--- src/rtl/lrcg_pkg.sv ---
// ----------------------------------------------------------------------------
// lrcg_pkg
// Shared types and constants of the linear/radial colour gradient core.
// ----------------------------------------------------------------------------
package lrcg_pkg;

    // Field widths
    localparam int CMD_W       = 2;
    localparam int POS_FIELD_W = 20;
    localparam int COORD_W     = 16;
    localparam int COLOR_W     = 24;
    localparam int STEP_W      = 24;
    localparam int PERIOD_W    = 16;
    localparam int BYTE_W      = 8;
    localparam int FRAC_BITS   = 12;
    localparam int ABS_W       = 16;   // |dx|, |dy| never exceed 65535
    localparam int RAD_W       = 34;   // dx^2 + dy^2, padded to even width
    localparam int ROOT_W      = 17;   // root never exceeds 92681
    localparam int REM_W       = 19;   // square root partial remainder
    localparam int CFG_ADDR_W  = 5;
    localparam int CFG_DATA_W  = 32;
    localparam int IN_TDATA_W  = 56;
    localparam int OUT_TDATA_W = 24;

    // Commands carried in tuser
    localparam logic [CMD_W-1:0] CMD_NEXT    = 2'd0;
    localparam logic [CMD_W-1:0] CMD_RESTART = 2'd1;
    localparam logic [CMD_W-1:0] CMD_POS     = 2'd2;
    localparam logic [CMD_W-1:0] CMD_POINT   = 2'd3;

    // Register indexes (byte address = 4 * index)
    localparam logic [2:0] REG_START_COLOR = 3'd0;
    localparam logic [2:0] REG_END_COLOR   = 3'd1;
    localparam logic [2:0] REG_STEP_RED    = 3'd2;
    localparam logic [2:0] REG_STEP_GREEN  = 3'd3;
    localparam logic [2:0] REG_STEP_BLUE   = 3'd4;
    localparam logic [2:0] REG_PERIOD      = 3'd5;
    localparam logic [2:0] REG_MIRROR      = 3'd6;
    localparam logic [2:0] REG_ORIGIN_XY   = 3'd7;

    // Register reset values
    localparam logic [COLOR_W-1:0]  START_COLOR_RST = 24'hFF_FFFF;
    localparam logic [COLOR_W-1:0]  END_COLOR_RST   = 24'h00_0000;
    localparam logic [STEP_W-1:0]   STEP_RST        = 24'hFF_F010;  // -4080
    localparam logic [PERIOD_W-1:0] PERIOD_RST      = 16'd256;
    localparam logic                MIRROR_RST      = 1'b1;
    localparam logic [31:0]         ORIGIN_RST      = 32'd0;

    // Main sequencer
    typedef enum logic [2:0] {
        ST_IDLE,
        ST_RADIAL,
        ST_DIVIDE,
        ST_SCALE,
        ST_OUTPUT
    } lrcg_state_t;

    // Radial distance unit phases
    typedef enum logic [1:0] {
        RAD_IDLE,
        RAD_SQUARE,
        RAD_SUM,
        RAD_ROOT
    } rad_phase_t;

    typedef struct packed {
        logic              done;
        logic [ROOT_W-1:0] root;
    } rad_stat_t;

    // Control of one colour channel's serial multiplier and mapping
    typedef struct packed {
        logic load;      // clear the product accumulator
        logic shift;     // one multiplier bit step
        logic nbit;      // multiplier bit, LSB first
        logic bounded;   // period nonzero
        logic flip;      // mirrored odd half-period
        logic mirror;    // mirror register
    } chan_ctl_t;

endpackage

--- src/rtl/lrcg_radial.sv ---
// ----------------------------------------------------------------------------
// lrcg_radial
// Distance of a point from the origin: squares |dx| and |dy| bit-serially,
// adds them, then takes the floor square root two radicand bits a cycle.
// ----------------------------------------------------------------------------
module lrcg_radial
    import lrcg_pkg::*;
(
    input  logic             aclk,
    input  logic             aresetn,
    input  logic             start,
    input  logic [ABS_W-1:0] abs_x,
    input  logic [ABS_W-1:0] abs_y,
    output rad_stat_t        stat
);

    localparam int CNT_W = 5;

    rad_phase_t        phase_reg, phase_next;
    logic [CNT_W-1:0]  cnt_reg;
    logic [ABS_W-1:0]  ax_reg, ay_reg;
    logic [ABS_W-1:0]  xhi_reg, xlo_reg, yhi_reg, ylo_reg;
    logic [RAD_W-1:0]  rad_reg;
    logic [REM_W-1:0]  rem_reg;
    logic [ROOT_W-1:0] root_reg;
    logic              done_reg;

    logic              sq_last, root_last;
    logic [ABS_W:0]    xsum, ysum;
    logic [REM_W+1:0]  shifted, trial;
    logic              ge;

    assign sq_last   = (cnt_reg == CNT_W'(ABS_W - 1));
    assign root_last = (cnt_reg == CNT_W'(ROOT_W - 1));

    // Next phase
    always_comb begin
        phase_next = phase_reg;
        case (phase_reg)
            RAD_IDLE:   if (start) phase_next = RAD_SQUARE;
            RAD_SQUARE: if (sq_last) phase_next = RAD_SUM;
            RAD_SUM:    phase_next = RAD_ROOT;
            RAD_ROOT:   if (root_last) phase_next = RAD_IDLE;
            default:    phase_next = RAD_IDLE;
        endcase
    end

    // Shift-and-add square steps
    always_comb begin
        xsum = {1'b0, xhi_reg} + (xlo_reg[0] ? {1'b0, ax_reg} : '0);
        ysum = {1'b0, yhi_reg} + (ylo_reg[0] ? {1'b0, ay_reg} : '0);
    end

    // Restoring square root step
    always_comb begin
        shifted = {rem_reg, rad_reg[RAD_W-1 -: 2]};
        trial   = {2'b00, root_reg, 2'b01};
        ge      = (shifted >= trial);
    end

    always_ff @(posedge aclk) begin
        if (!aresetn) begin
            phase_reg <= RAD_IDLE;
            cnt_reg   <= '0;
            done_reg  <= 1'b0;
        end else begin
            phase_reg <= phase_next;
            cnt_reg   <= (phase_next != phase_reg) ? '0 : cnt_reg + 1'b1;
            done_reg  <= (phase_reg == RAD_ROOT) && root_last;
        end
    end

    // Datapath
    always_ff @(posedge aclk) begin
        case (phase_reg)
            RAD_IDLE: begin
                if (start) begin
                    ax_reg  <= abs_x;
                    ay_reg  <= abs_y;
                    xlo_reg <= abs_x;
                    ylo_reg <= abs_y;
                    xhi_reg <= '0;
                    yhi_reg <= '0;
                end
            end
            RAD_SQUARE: begin
                xhi_reg <= xsum[ABS_W:1];
                xlo_reg <= {xsum[0], xlo_reg[ABS_W-1:1]};
                yhi_reg <= ysum[ABS_W:1];
                ylo_reg <= {ysum[0], ylo_reg[ABS_W-1:1]};
            end
            RAD_SUM: begin
                rad_reg  <= RAD_W'({xhi_reg, xlo_reg}) + RAD_W'({yhi_reg, ylo_reg});
                rem_reg  <= '0;
                root_reg <= '0;
            end
            RAD_ROOT: begin
                rem_reg  <= ge ? REM_W'(shifted - trial) : shifted[REM_W-1:0];
                root_reg <= {root_reg[ROOT_W-2:0], ge};
                rad_reg  <= {rad_reg[RAD_W-3:0], 2'b00};
            end
            default: ;
        endcase
    end

    assign stat.done = done_reg;
    assign stat.root = root_reg;

    // A result only follows a run of the root phase
    a_done_after_root: assert property (@(posedge aclk) disable iff (!aresetn)
        done_reg |-> $past(phase_reg) == RAD_ROOT)
        else $error("radial done without root phase");

    // Start is only honoured when idle
    a_start_idle: assert property (@(posedge aclk) disable iff (!aresetn)
        (phase_reg == RAD_IDLE && start) |=> phase_reg == RAD_SQUARE)
        else $error("radial start lost");

    // Remainder stays within 2*root
    a_rem_bound: assert property (@(posedge aclk) disable iff (!aresetn)
        done_reg |-> ({1'b0, rem_reg} <= {root_reg, 1'b0}))
        else $error("square root remainder out of range");

endmodule

--- src/rtl/lrcg_chan.sv ---
// ----------------------------------------------------------------------------
// lrcg_chan
// One colour channel: bit-serial |step| * n product, then the bounded or
// endless mapping of the Q12.12 delta onto an 8-bit component.
// ----------------------------------------------------------------------------
module lrcg_chan
    import lrcg_pkg::*;
#(
    parameter int PW = 20
) (
    input  logic              aclk,
    input  chan_ctl_t         ctl,
    input  logic [STEP_W-1:0] step,
    input  logic [BYTE_W-1:0] start_byte,
    input  logic [BYTE_W-1:0] end_byte,
    output logic [BYTE_W-1:0] colour
);

    localparam int PROD_W = STEP_W + PW;
    localparam int M_LO   = FRAC_BITS;
    localparam int M_HI   = FRAC_BITS + BYTE_W;   // bit 8 of delta

    logic [STEP_W-1:0] hi_reg;
    logic [PW-1:0]     lo_reg;

    logic [STEP_W-1:0] mag;
    logic [STEP_W:0]   sum;
    logic [PROD_W-1:0] prod;
    logic              neg, hi_nz, m_gt_s;
    logic [BYTE_W:0]   m9, s9, a9;
    logic [BYTE_W-1:0] d8, fwd, back, folded;

    // Magnitude of the signed step
    assign mag = step[STEP_W-1] ? STEP_W'(-step) : step;
    assign sum = {1'b0, hi_reg} + (ctl.nbit ? {1'b0, mag} : '0);

    always_ff @(posedge aclk) begin
        if (ctl.load) begin
            hi_reg <= '0;
        end else if (ctl.shift) begin
            hi_reg <= sum[STEP_W:1];
            lo_reg <= {sum[0], lo_reg[PW-1:1]};
        end
    end

    // Colour mapping from the truncated delta
    always_comb begin
        prod   = {hi_reg, lo_reg};
        neg    = step[STEP_W-1];
        m9     = prod[M_HI:M_LO];
        hi_nz  = |prod[PROD_W-1:M_HI+1];
        s9     = {1'b0, start_byte};
        d8     = neg ? BYTE_W'(8'd0 - m9[BYTE_W-1:0]) : m9[BYTE_W-1:0];
        fwd    = BYTE_W'(start_byte + d8);
        back   = BYTE_W'(end_byte - d8);
        m_gt_s = hi_nz || (m9 > s9);
        if (!neg)
            a9 = s9 + m9;
        else if (m_gt_s)
            a9 = m9 - s9;
        else
            a9 = s9 - m9;
        // odd 256-band runs backwards
        folded = a9[BYTE_W] ? ~a9[BYTE_W-1:0] : a9[BYTE_W-1:0];
        if (ctl.bounded)
            colour = ctl.flip ? back : fwd;
        else
            colour = ctl.mirror ? folded : fwd;
    end

endmodule

--- src/rtl/linear_radial_color_gradient_core.sv ---
// ----------------------------------------------------------------------------
// linear_radial_color_gradient_core
// Gradient colour for a given position, the running sequence position or
// the distance of a point from a configured origin.
//
// Word flow, PW = max(POSITION_BITS, 17): bounded mode runs the PW-bit divide
//   and then the PW-bit scale, endless mode the scale only; point words first
//   take the squares and the 17-step square root.
// One word is in work at a time; the restart word is taken while idle and starts no work.
// The remainder divider and the channel multipliers take one bit a cycle.
// aresetn (synchronous) clears the counter and sequencer, loads defaults.
// ----------------------------------------------------------------------------
module linear_radial_color_gradient_core
    import lrcg_pkg::*;
#(
    parameter int POSITION_BITS = 20
) (
    input  logic                   aclk,
    input  logic                   aresetn,
    // input words
    input  logic                   s_axis_tvalid,
    output logic                   s_axis_tready,
    input  logic [IN_TDATA_W-1:0]  s_axis_tdata,   // position[19:0], point_x, point_y
    input  logic [CMD_W-1:0]       s_axis_tuser,   // cmd
    // result words
    output logic                   m_axis_tvalid,
    input  logic                   m_axis_tready,
    output logic [OUT_TDATA_W-1:0] m_axis_tdata,   // red, green, blue
    // register port
    input  logic                   psel,
    input  logic                   penable,
    input  logic                   pwrite,
    input  logic [CFG_ADDR_W-1:0]  paddr,
    input  logic [CFG_DATA_W-1:0]  pwdata,
    output logic [CFG_DATA_W-1:0]  prdata,
    output logic                   pready
);

    localparam int PW    = (POSITION_BITS > ROOT_W) ? POSITION_BITS : ROOT_W;
    localparam int CNT_W = $clog2(PW);

    // Configuration registers
    logic [COLOR_W-1:0]  start_color_reg, end_color_reg;
    logic [STEP_W-1:0]   step_red_reg, step_green_reg, step_blue_reg;
    logic [PERIOD_W-1:0] period_reg;
    logic                mirror_reg;
    logic [31:0]         origin_reg;

    // Sequencer and datapath
    lrcg_state_t               state_reg, state_next;
    logic [CNT_W-1:0]          cnt_reg;
    logic [POSITION_BITS-1:0]  seq_reg;
    logic [PW-1:0]             n_reg;
    logic [PERIOD_W-1:0]       r_reg;
    logic                      qodd_reg;
    logic                      m_valid_reg;
    logic [OUT_TDATA_W-1:0]    m_data_reg;

    logic                      cfg_wr, accept, last, bounded, out_load, div_ge;
    logic [CMD_W-1:0]          cmd;
    logic [PW-1:0]             pos_field;
    logic signed [COORD_W:0]   dx, dy;
    logic [ABS_W-1:0]          abs_x, abs_y;
    logic [PERIOD_W:0]         div, rs;
    logic [PERIOD_W-1:0]       r_next;
    logic                      rad_start;
    rad_stat_t                 rad_stat;
    chan_ctl_t                 chan_ctl;
    logic [BYTE_W-1:0]         red, green, blue;

    assign cmd     = s_axis_tuser;
    assign accept  = s_axis_tvalid && s_axis_tready;
    assign last    = (cnt_reg == CNT_W'(PW - 1));
    assign bounded = (period_reg != '0);
    assign div     = {1'b0, period_reg} + 1'b1;

    // Position field masked to POSITION_BITS
    for (genvar gi = 0; gi < PW; gi++) begin : g_pos
        if (gi < POSITION_BITS && gi < POS_FIELD_W) begin : g_bit
            assign pos_field[gi] = s_axis_tdata[gi];
        end else begin : g_zero
            assign pos_field[gi] = 1'b0;
        end
    end

    // Offsets from the origin
    always_comb begin
        dx    = $signed({s_axis_tdata[35], s_axis_tdata[35:20]})
              - $signed({origin_reg[15], origin_reg[15:0]});
        dy    = $signed({s_axis_tdata[51], s_axis_tdata[51:36]})
              - $signed({origin_reg[31], origin_reg[31:16]});
        abs_x = dx[COORD_W] ? ABS_W'(-dx) : ABS_W'(dx);
        abs_y = dy[COORD_W] ? ABS_W'(-dy) : ABS_W'(dy);
    end

    // Remainder divider step, position bits MSB first
    always_comb begin
        rs     = {r_reg, n_reg[PW-1]};
        div_ge = (rs >= div);
        r_next = div_ge ? PERIOD_W'(rs - div) : rs[PERIOD_W-1:0];
    end

    // Next state
    always_comb begin
        state_next = state_reg;
        case (state_reg)
            ST_IDLE: begin
                if (accept && cmd == CMD_POINT)
                    state_next = ST_RADIAL;
                else if (accept && (cmd == CMD_NEXT || cmd == CMD_POS))
                    state_next = bounded ? ST_DIVIDE : ST_SCALE;
            end
            ST_RADIAL: if (rad_stat.done) state_next = bounded ? ST_DIVIDE : ST_SCALE;
            ST_DIVIDE: if (last) state_next = ST_SCALE;
            ST_SCALE:  if (last) state_next = ST_OUTPUT;
            ST_OUTPUT: if (!m_valid_reg || m_axis_tready) state_next = ST_IDLE;
            default:   state_next = ST_IDLE;
        endcase
    end

    // Sequencer outputs
    always_comb begin
        s_axis_tready    = (state_reg == ST_IDLE);
        rad_start        = accept && (cmd == CMD_POINT);
        out_load         = (state_reg == ST_OUTPUT) && (!m_valid_reg || m_axis_tready);
        chan_ctl.load    = (state_next == ST_SCALE) && (state_reg != ST_SCALE);
        chan_ctl.shift   = (state_reg == ST_SCALE);
        chan_ctl.nbit    = n_reg[0];
        chan_ctl.bounded = bounded;
        chan_ctl.flip    = mirror_reg && qodd_reg;
        chan_ctl.mirror  = mirror_reg;
    end

    // Control registers
    always_ff @(posedge aclk) begin
        if (!aresetn) begin
            state_reg   <= ST_IDLE;
            cnt_reg     <= '0;
            seq_reg     <= '0;
            m_valid_reg <= 1'b0;
        end else begin
            state_reg <= state_next;
            cnt_reg   <= (state_next != state_reg) ? '0 : cnt_reg + 1'b1;
            if (accept && cmd == CMD_RESTART)
                seq_reg <= '0;
            else if (accept && cmd == CMD_NEXT)
                seq_reg <= seq_reg + 1'b1;
            if (out_load)
                m_valid_reg <= 1'b1;
            else if (m_axis_tready)
                m_valid_reg <= 1'b0;
        end
    end

    // Position / remainder shift register
    always_ff @(posedge aclk) begin
        case (state_reg)
            ST_IDLE: begin
                n_reg <= (cmd == CMD_NEXT) ? PW'(seq_reg) : pos_field;
                r_reg <= '0;
            end
            ST_RADIAL: begin
                n_reg <= PW'(rad_stat.root);
                r_reg <= '0;
            end
            ST_DIVIDE: begin
                n_reg    <= last ? PW'(r_next) : {n_reg[PW-2:0], 1'b0};
                r_reg    <= r_next;
                qodd_reg <= div_ge;
            end
            ST_SCALE: n_reg <= {1'b0, n_reg[PW-1:1]};
            default: ;
        endcase
        if (out_load)
            m_data_reg <= {blue, green, red};
    end

    // Register writes
    assign cfg_wr = psel && penable && pwrite && pready;
    always_ff @(posedge aclk) begin
        if (!aresetn) begin
            start_color_reg <= START_COLOR_RST;
            end_color_reg   <= END_COLOR_RST;
            step_red_reg    <= STEP_RST;
            step_green_reg  <= STEP_RST;
            step_blue_reg   <= STEP_RST;
            period_reg      <= PERIOD_RST;
            mirror_reg      <= MIRROR_RST;
            origin_reg      <= ORIGIN_RST;
        end else if (cfg_wr) begin
            case (paddr[4:2])
                REG_START_COLOR: start_color_reg <= pwdata[COLOR_W-1:0];
                REG_END_COLOR:   end_color_reg   <= pwdata[COLOR_W-1:0];
                REG_STEP_RED:    step_red_reg    <= pwdata[STEP_W-1:0];
                REG_STEP_GREEN:  step_green_reg  <= pwdata[STEP_W-1:0];
                REG_STEP_BLUE:   step_blue_reg   <= pwdata[STEP_W-1:0];
                REG_PERIOD:      period_reg      <= pwdata[PERIOD_W-1:0];
                REG_MIRROR:      mirror_reg      <= pwdata[0];
                REG_ORIGIN_XY:   origin_reg      <= pwdata;
                default: ;
            endcase
        end
    end

    // Register reads
    always_comb begin
        case (paddr[4:2])
            REG_START_COLOR: prdata = CFG_DATA_W'(start_color_reg);
            REG_END_COLOR:   prdata = CFG_DATA_W'(end_color_reg);
            REG_STEP_RED:    prdata = CFG_DATA_W'(step_red_reg);
            REG_STEP_GREEN:  prdata = CFG_DATA_W'(step_green_reg);
            REG_STEP_BLUE:   prdata = CFG_DATA_W'(step_blue_reg);
            REG_PERIOD:      prdata = CFG_DATA_W'(period_reg);
            REG_MIRROR:      prdata = CFG_DATA_W'(mirror_reg);
            REG_ORIGIN_XY:   prdata = origin_reg;
            default:         prdata = '0;
        endcase
    end
    assign pready = 1'b1;

    // Radial distance unit
    lrcg_radial u_radial (
        .aclk    (aclk),
        .aresetn (aresetn),
        .start   (rad_start),
        .abs_x   (abs_x),
        .abs_y   (abs_y),
        .stat    (rad_stat)
    );

    // Colour channels
    lrcg_chan #(.PW(PW)) u_red (
        .aclk       (aclk),
        .ctl        (chan_ctl),
        .step       (step_red_reg),
        .start_byte (start_color_reg[7:0]),
        .end_byte   (end_color_reg[7:0]),
        .colour     (red)
    );

    lrcg_chan #(.PW(PW)) u_green (
        .aclk       (aclk),
        .ctl        (chan_ctl),
        .step       (step_green_reg),
        .start_byte (start_color_reg[15:8]),
        .end_byte   (end_color_reg[15:8]),
        .colour     (green)
    );

    lrcg_chan #(.PW(PW)) u_blue (
        .aclk       (aclk),
        .ctl        (chan_ctl),
        .step       (step_blue_reg),
        .start_byte (start_color_reg[23:16]),
        .end_byte   (end_color_reg[23:16]),
        .colour     (blue)
    );

    assign m_axis_tvalid = m_valid_reg;
    assign m_axis_tdata  = m_data_reg;

    // Restart word clears the sequence counter
    a_restart: assert property (@(posedge aclk) disable iff (!aresetn)
        (accept && cmd == CMD_RESTART) |=> seq_reg == '0)
        else $error("sequence counter not cleared");

    // Next-colour word advances the counter by one
    a_seq_step: assert property (@(posedge aclk) disable iff (!aresetn)
        (accept && cmd == CMD_NEXT) |=> seq_reg == POSITION_BITS'($past(seq_reg) + 1'b1))
        else $error("sequence counter did not advance");

    // Divider remainder stays below period + 1
    a_rem_range: assert property (@(posedge aclk) disable iff (!aresetn)
        (state_reg == ST_DIVIDE) |-> ({1'b0, r_reg} < div))
        else $error("remainder out of range");

    // Radial result only arrives while waiting for it
    a_rad_done: assert property (@(posedge aclk) disable iff (!aresetn)
        rad_stat.done |-> state_reg == ST_RADIAL)
        else $error("unexpected radial result");

    // A waiting result is never overwritten
    a_no_overwrite: assert property (@(posedge aclk) disable iff (!aresetn)
        (state_reg == ST_OUTPUT && m_valid_reg && !m_axis_tready)
            |=> (state_reg == ST_OUTPUT && m_data_reg == $past(m_data_reg)))
        else $error("pending result overwritten");

endmodule

--- config.mk ---
export PLATFORM = sky130hd
export DESIGN_NAME = linear_radial_color_gradient_core
export DESIGN_NICKNAME = d
export VERILOG_FILES = /design/src/rtl/lrcg_pkg.sv /design/src/rtl/lrcg_radial.sv /design/src/rtl/lrcg_chan.sv /design/src/rtl/linear_radial_color_gradient_core.sv
export SDC_FILE = /design/constraint.sdc
export NUM_CORES = 2
export LEC_CHECK = 0
export BUFFER_PORTS_ARGS = -buffer_cell sky130_fd_sc_hd__buf_2
export CELL_PAD_IN_SITES_DETAIL_PLACEMENT = 1
export CELL_PAD_IN_SITES_GLOBAL_PLACEMENT = 1
export CORE_AREA = 2 2 344 261
export DETAILED_ROUTE_END_ITERATION = 10
export DIE_AREA = 0 0 346 263
export GPL_TIMING_DRIVEN = 0
export PLACE_DENSITY_LB_ADDON = 0.25
export SYNTH_ARGS = -nofsm -noshare
export SYNTH_HDL_FRONTEND = slang
export SYNTH_SLANG_ARGS = --single-unit
--- constraint.sdc ---
create_clock -name aclk -period 7.61 [get_ports aclk]
set_input_delay 1.1415 -clock aclk [delete_from_list [all_inputs] [get_ports aclk]]
set_output_delay 1.1415 -clock aclk [all_outputs]
set_load 0.05 [all_outputs]
==> metrics.cfg <==
[status]
outcome = complete, no violations

[min_path]
min_path_type = register to register

[finish]
fin_nets = 5353
final_core_util_pct = 50.1
layout-drive-gt1-share_pct = 7.15
final_area_sq_mm = 0.0437
syn_to_final_growth_pct = 11.7
layout_commonest_cell = nand2_1
layout_common_cells = 633 x nand2_1, 371 x nor2_1, 330 x ha_1
largest_register_ffs = 34
fillers = 10600

[placement]
dp_hpwl_mm = 119
place_congestion = 1.01
place_area_sq_mm = 0.0415
place.port_buffers = 152

[die]
num_io_pins = 161
die_w_um = 346
fp.coreArea_sq_mm = 0.0873
rows = 94
initial_core_util_pct = 44.9
die_y_um = 263
die_area_sq_mm = 0.0910

[power]
power.total_w = 0.0103
peakVddDrop_v = 0.000208
power_density_mw_per_mm2 = 236
p_leak_nw = 17.8

[sta]
slew-limit-headroom_pct = 9.41
rsz0062_at_grt = no
final.setup.tns_ns = 0
final-setup-viol-count = 0
period_share_pct = 77.9
fin_crit_ns = 5.93
tightestPinTransition_ns = 1.34
finClkSkew_ns = 0.0276
hold_viol_final = 0
clock.fmax_mhz = 169
slew_viol_final = 0

[grt]
grt_pass1_wl_mm = 228
grt.overflow.total = 0
grt_start_max_net_pins = 49
antenna_found_initial = 10
grtUsageTotal_pct = 32.3
grt_pass1_vias = 37000

[run]
maxCapViolations = 0

[synthesis]
ys_ff_latch = 529
seq_area_frac_synth_pct = 33.5
ys.warnings.count = 0
async_flop_share_pct = 0
syn_area_sq_mm = 0.0391
synth_nets = 5130
synth.distinct_cells = 88
synth_cells = 4674
avgSynthCellArea_sq_um = 8.38
synth-main-ff-cell = dfxtp_1
synth-edff-count = 251

[critical_path]
required_ns = 8.11
critPathArrivalTime_ns = 6.43
cp_max_fo = 10
crit_type = register to register
start_kind = register
cp-end-kind = register

[detailed_routing]
routed_wl_mm = 152
firstDrtPassIters = 6
drc_errors = 0
ant_nets = 0
vias = 37000
avgViaCountPerCell = 6.06
drt_iter0_drc = 3712
routedWlPerCell_um = 24.8

[clocking]
cts-htree-levels = 2
cts.path.max_buffers = 3
cts_hold_buffers = 0
cts_buffers = 61
cts.sinks = 529
cts_setup_buffers = 0
cts_resized = 0
cts_tree = done
clock_latency_ns = 0.68
cts_root_buf = clkbuf_16
clkTransAtPathRegs_ns = 0.07

## cell usage after synthesis (9+ instances only)
master      n  share of area [%]
o21bai_1   45               0.86
a221oi_1   35               0.78
dfxtp_1   278                 14
inv_1     286                2.7
nand2_1   633                6.1
fa_1       24                1.2
a22oi_1    17               0.33
a211oi_1   40               0.77
edfxtp_1  251                 19
nor3b_1    10               0.19
a21o_1     73                1.4
a21boi_0  118                2.3
clkbuf_1  172                1.6
nand4_1    25               0.40
nand3b_1    9               0.17
a211o_1    15               0.34
nor2_1    372                3.6
a311oi_1   10               0.22
o41ai_1    15               0.34
and3_1     38               0.61
nor3_1     92                1.2
mux2i_1    70                1.8
nor4_1     34               0.54
nor2b_1    53               0.85
o211ai_1   38               0.73
o22ai_1    46               0.74
a31oi_1    33               0.53
or2_2      21               0.34
or3_1      39               0.62
or4_1      16               0.31
buf_1      16               0.15
nand3_1   118                1.5
o21ai_0   267                3.4
and2_1    120                1.9
xor2_1    104                2.3
ha_1      330                 11
nand2b_1   41               0.66
a21oi_1   307                3.9
o21a_1     34               0.65
xnor2_1   240                5.4
mux2_2     27               0.78
o31ai_1    37               0.71
## cells by family (layout without fill, tap and decap cells)
family	count (synthesis)	in the layout	synth area share, %
xor+xnor	347	347	7.88
compound gates	1210	1210	19.9
flops	529	529	33.5
fa+ha+maj	354	354	11.8
simple gates	1648	1648	19.6
buf+inv	486	762	4.73
mux	99	99	2.68
other cells	1	3	0.00958
## layout make-up
type / count / area, sq um / area share (%)
repair buffers: 160 / 887 / 2.03
multi-input cells: 3659 / 24200 / 55.4
plain buffers: 198 / 777 / 1.78
diodes: 2 / 5.00 / 0.0114
clock inverters: 27 / 314 / 0.718
clock buffers: 89 / 1890 / 4.32
well taps: 1152 / 1440 / 3.30
inverters: 288 / 1080 / 2.47
flip-flops and latches: 529 / 13100 / 30.0
## path summary, 6_finish.rpt
kind                          from          endpoint  slack (ns)  depth (start not counted)
setup / recovery  step_red_reg[23]  u_red.hi_reg[22]        1.68                         17
hold / removal          cnt_reg[0]        cnt_reg[0]        0.45                          1
setup reg to reg  step_red_reg[23]  u_red.hi_reg[22]        1.68                         17
hold reg to reg         cnt_reg[0]        cnt_reg[0]        0.45                          1
## stage by stage
step	setup slack (ns)	cells	hold slack [ns]
2_1_floorplan	2.25	4674	0.418
3_3_place_gp	1.29	5978	0.429
3_5_place_dp	1.83	5985	0.447
4_1_cts	1.80	6101	0.456
5_1_grt	1.40	6103	0.473
6_report	1.68	6104	0.454
## worst max-delay path, cell delays in order (launching register included)
cell,delay (ns)
dfxtp_1,0.32
clkbuf_1,0.38
clkbuf_1,0.91
clkbuf_1,0.73
o21ai_0,0.27
nand2_1,0.17
inv_1,0.06
ha_1,0.29
a211o_1,0.30
o211ai_1,0.17
a21oi_1,0.17
a211oi_1,0.48
a31oi_1,0.23
o41a_1,0.42
a31o_2,0.29
a211oi_1,0.29
xor2_1,0.20
o22ai_1,0.10
## where the power goes
group	internal, W	total, W	switching (W)	leakage (nW)
Sequential	0.00323	0.00345	0.000219	4.64
Clock	0.00192	0.00330	0.00137	1.08
Combinational	0.00136	0.00356	0.00220	12.1
## routing by layer
metal,vias up,wire length [um],GRT usage [%]
met5,-,82,0
met4,12,5050,10.4
met1,18400,70100,47.1
met3,274,12000,5.02
li1,17000,-,-
met2,1292,64300,48.5
Power figures use the tool's default switching activity.
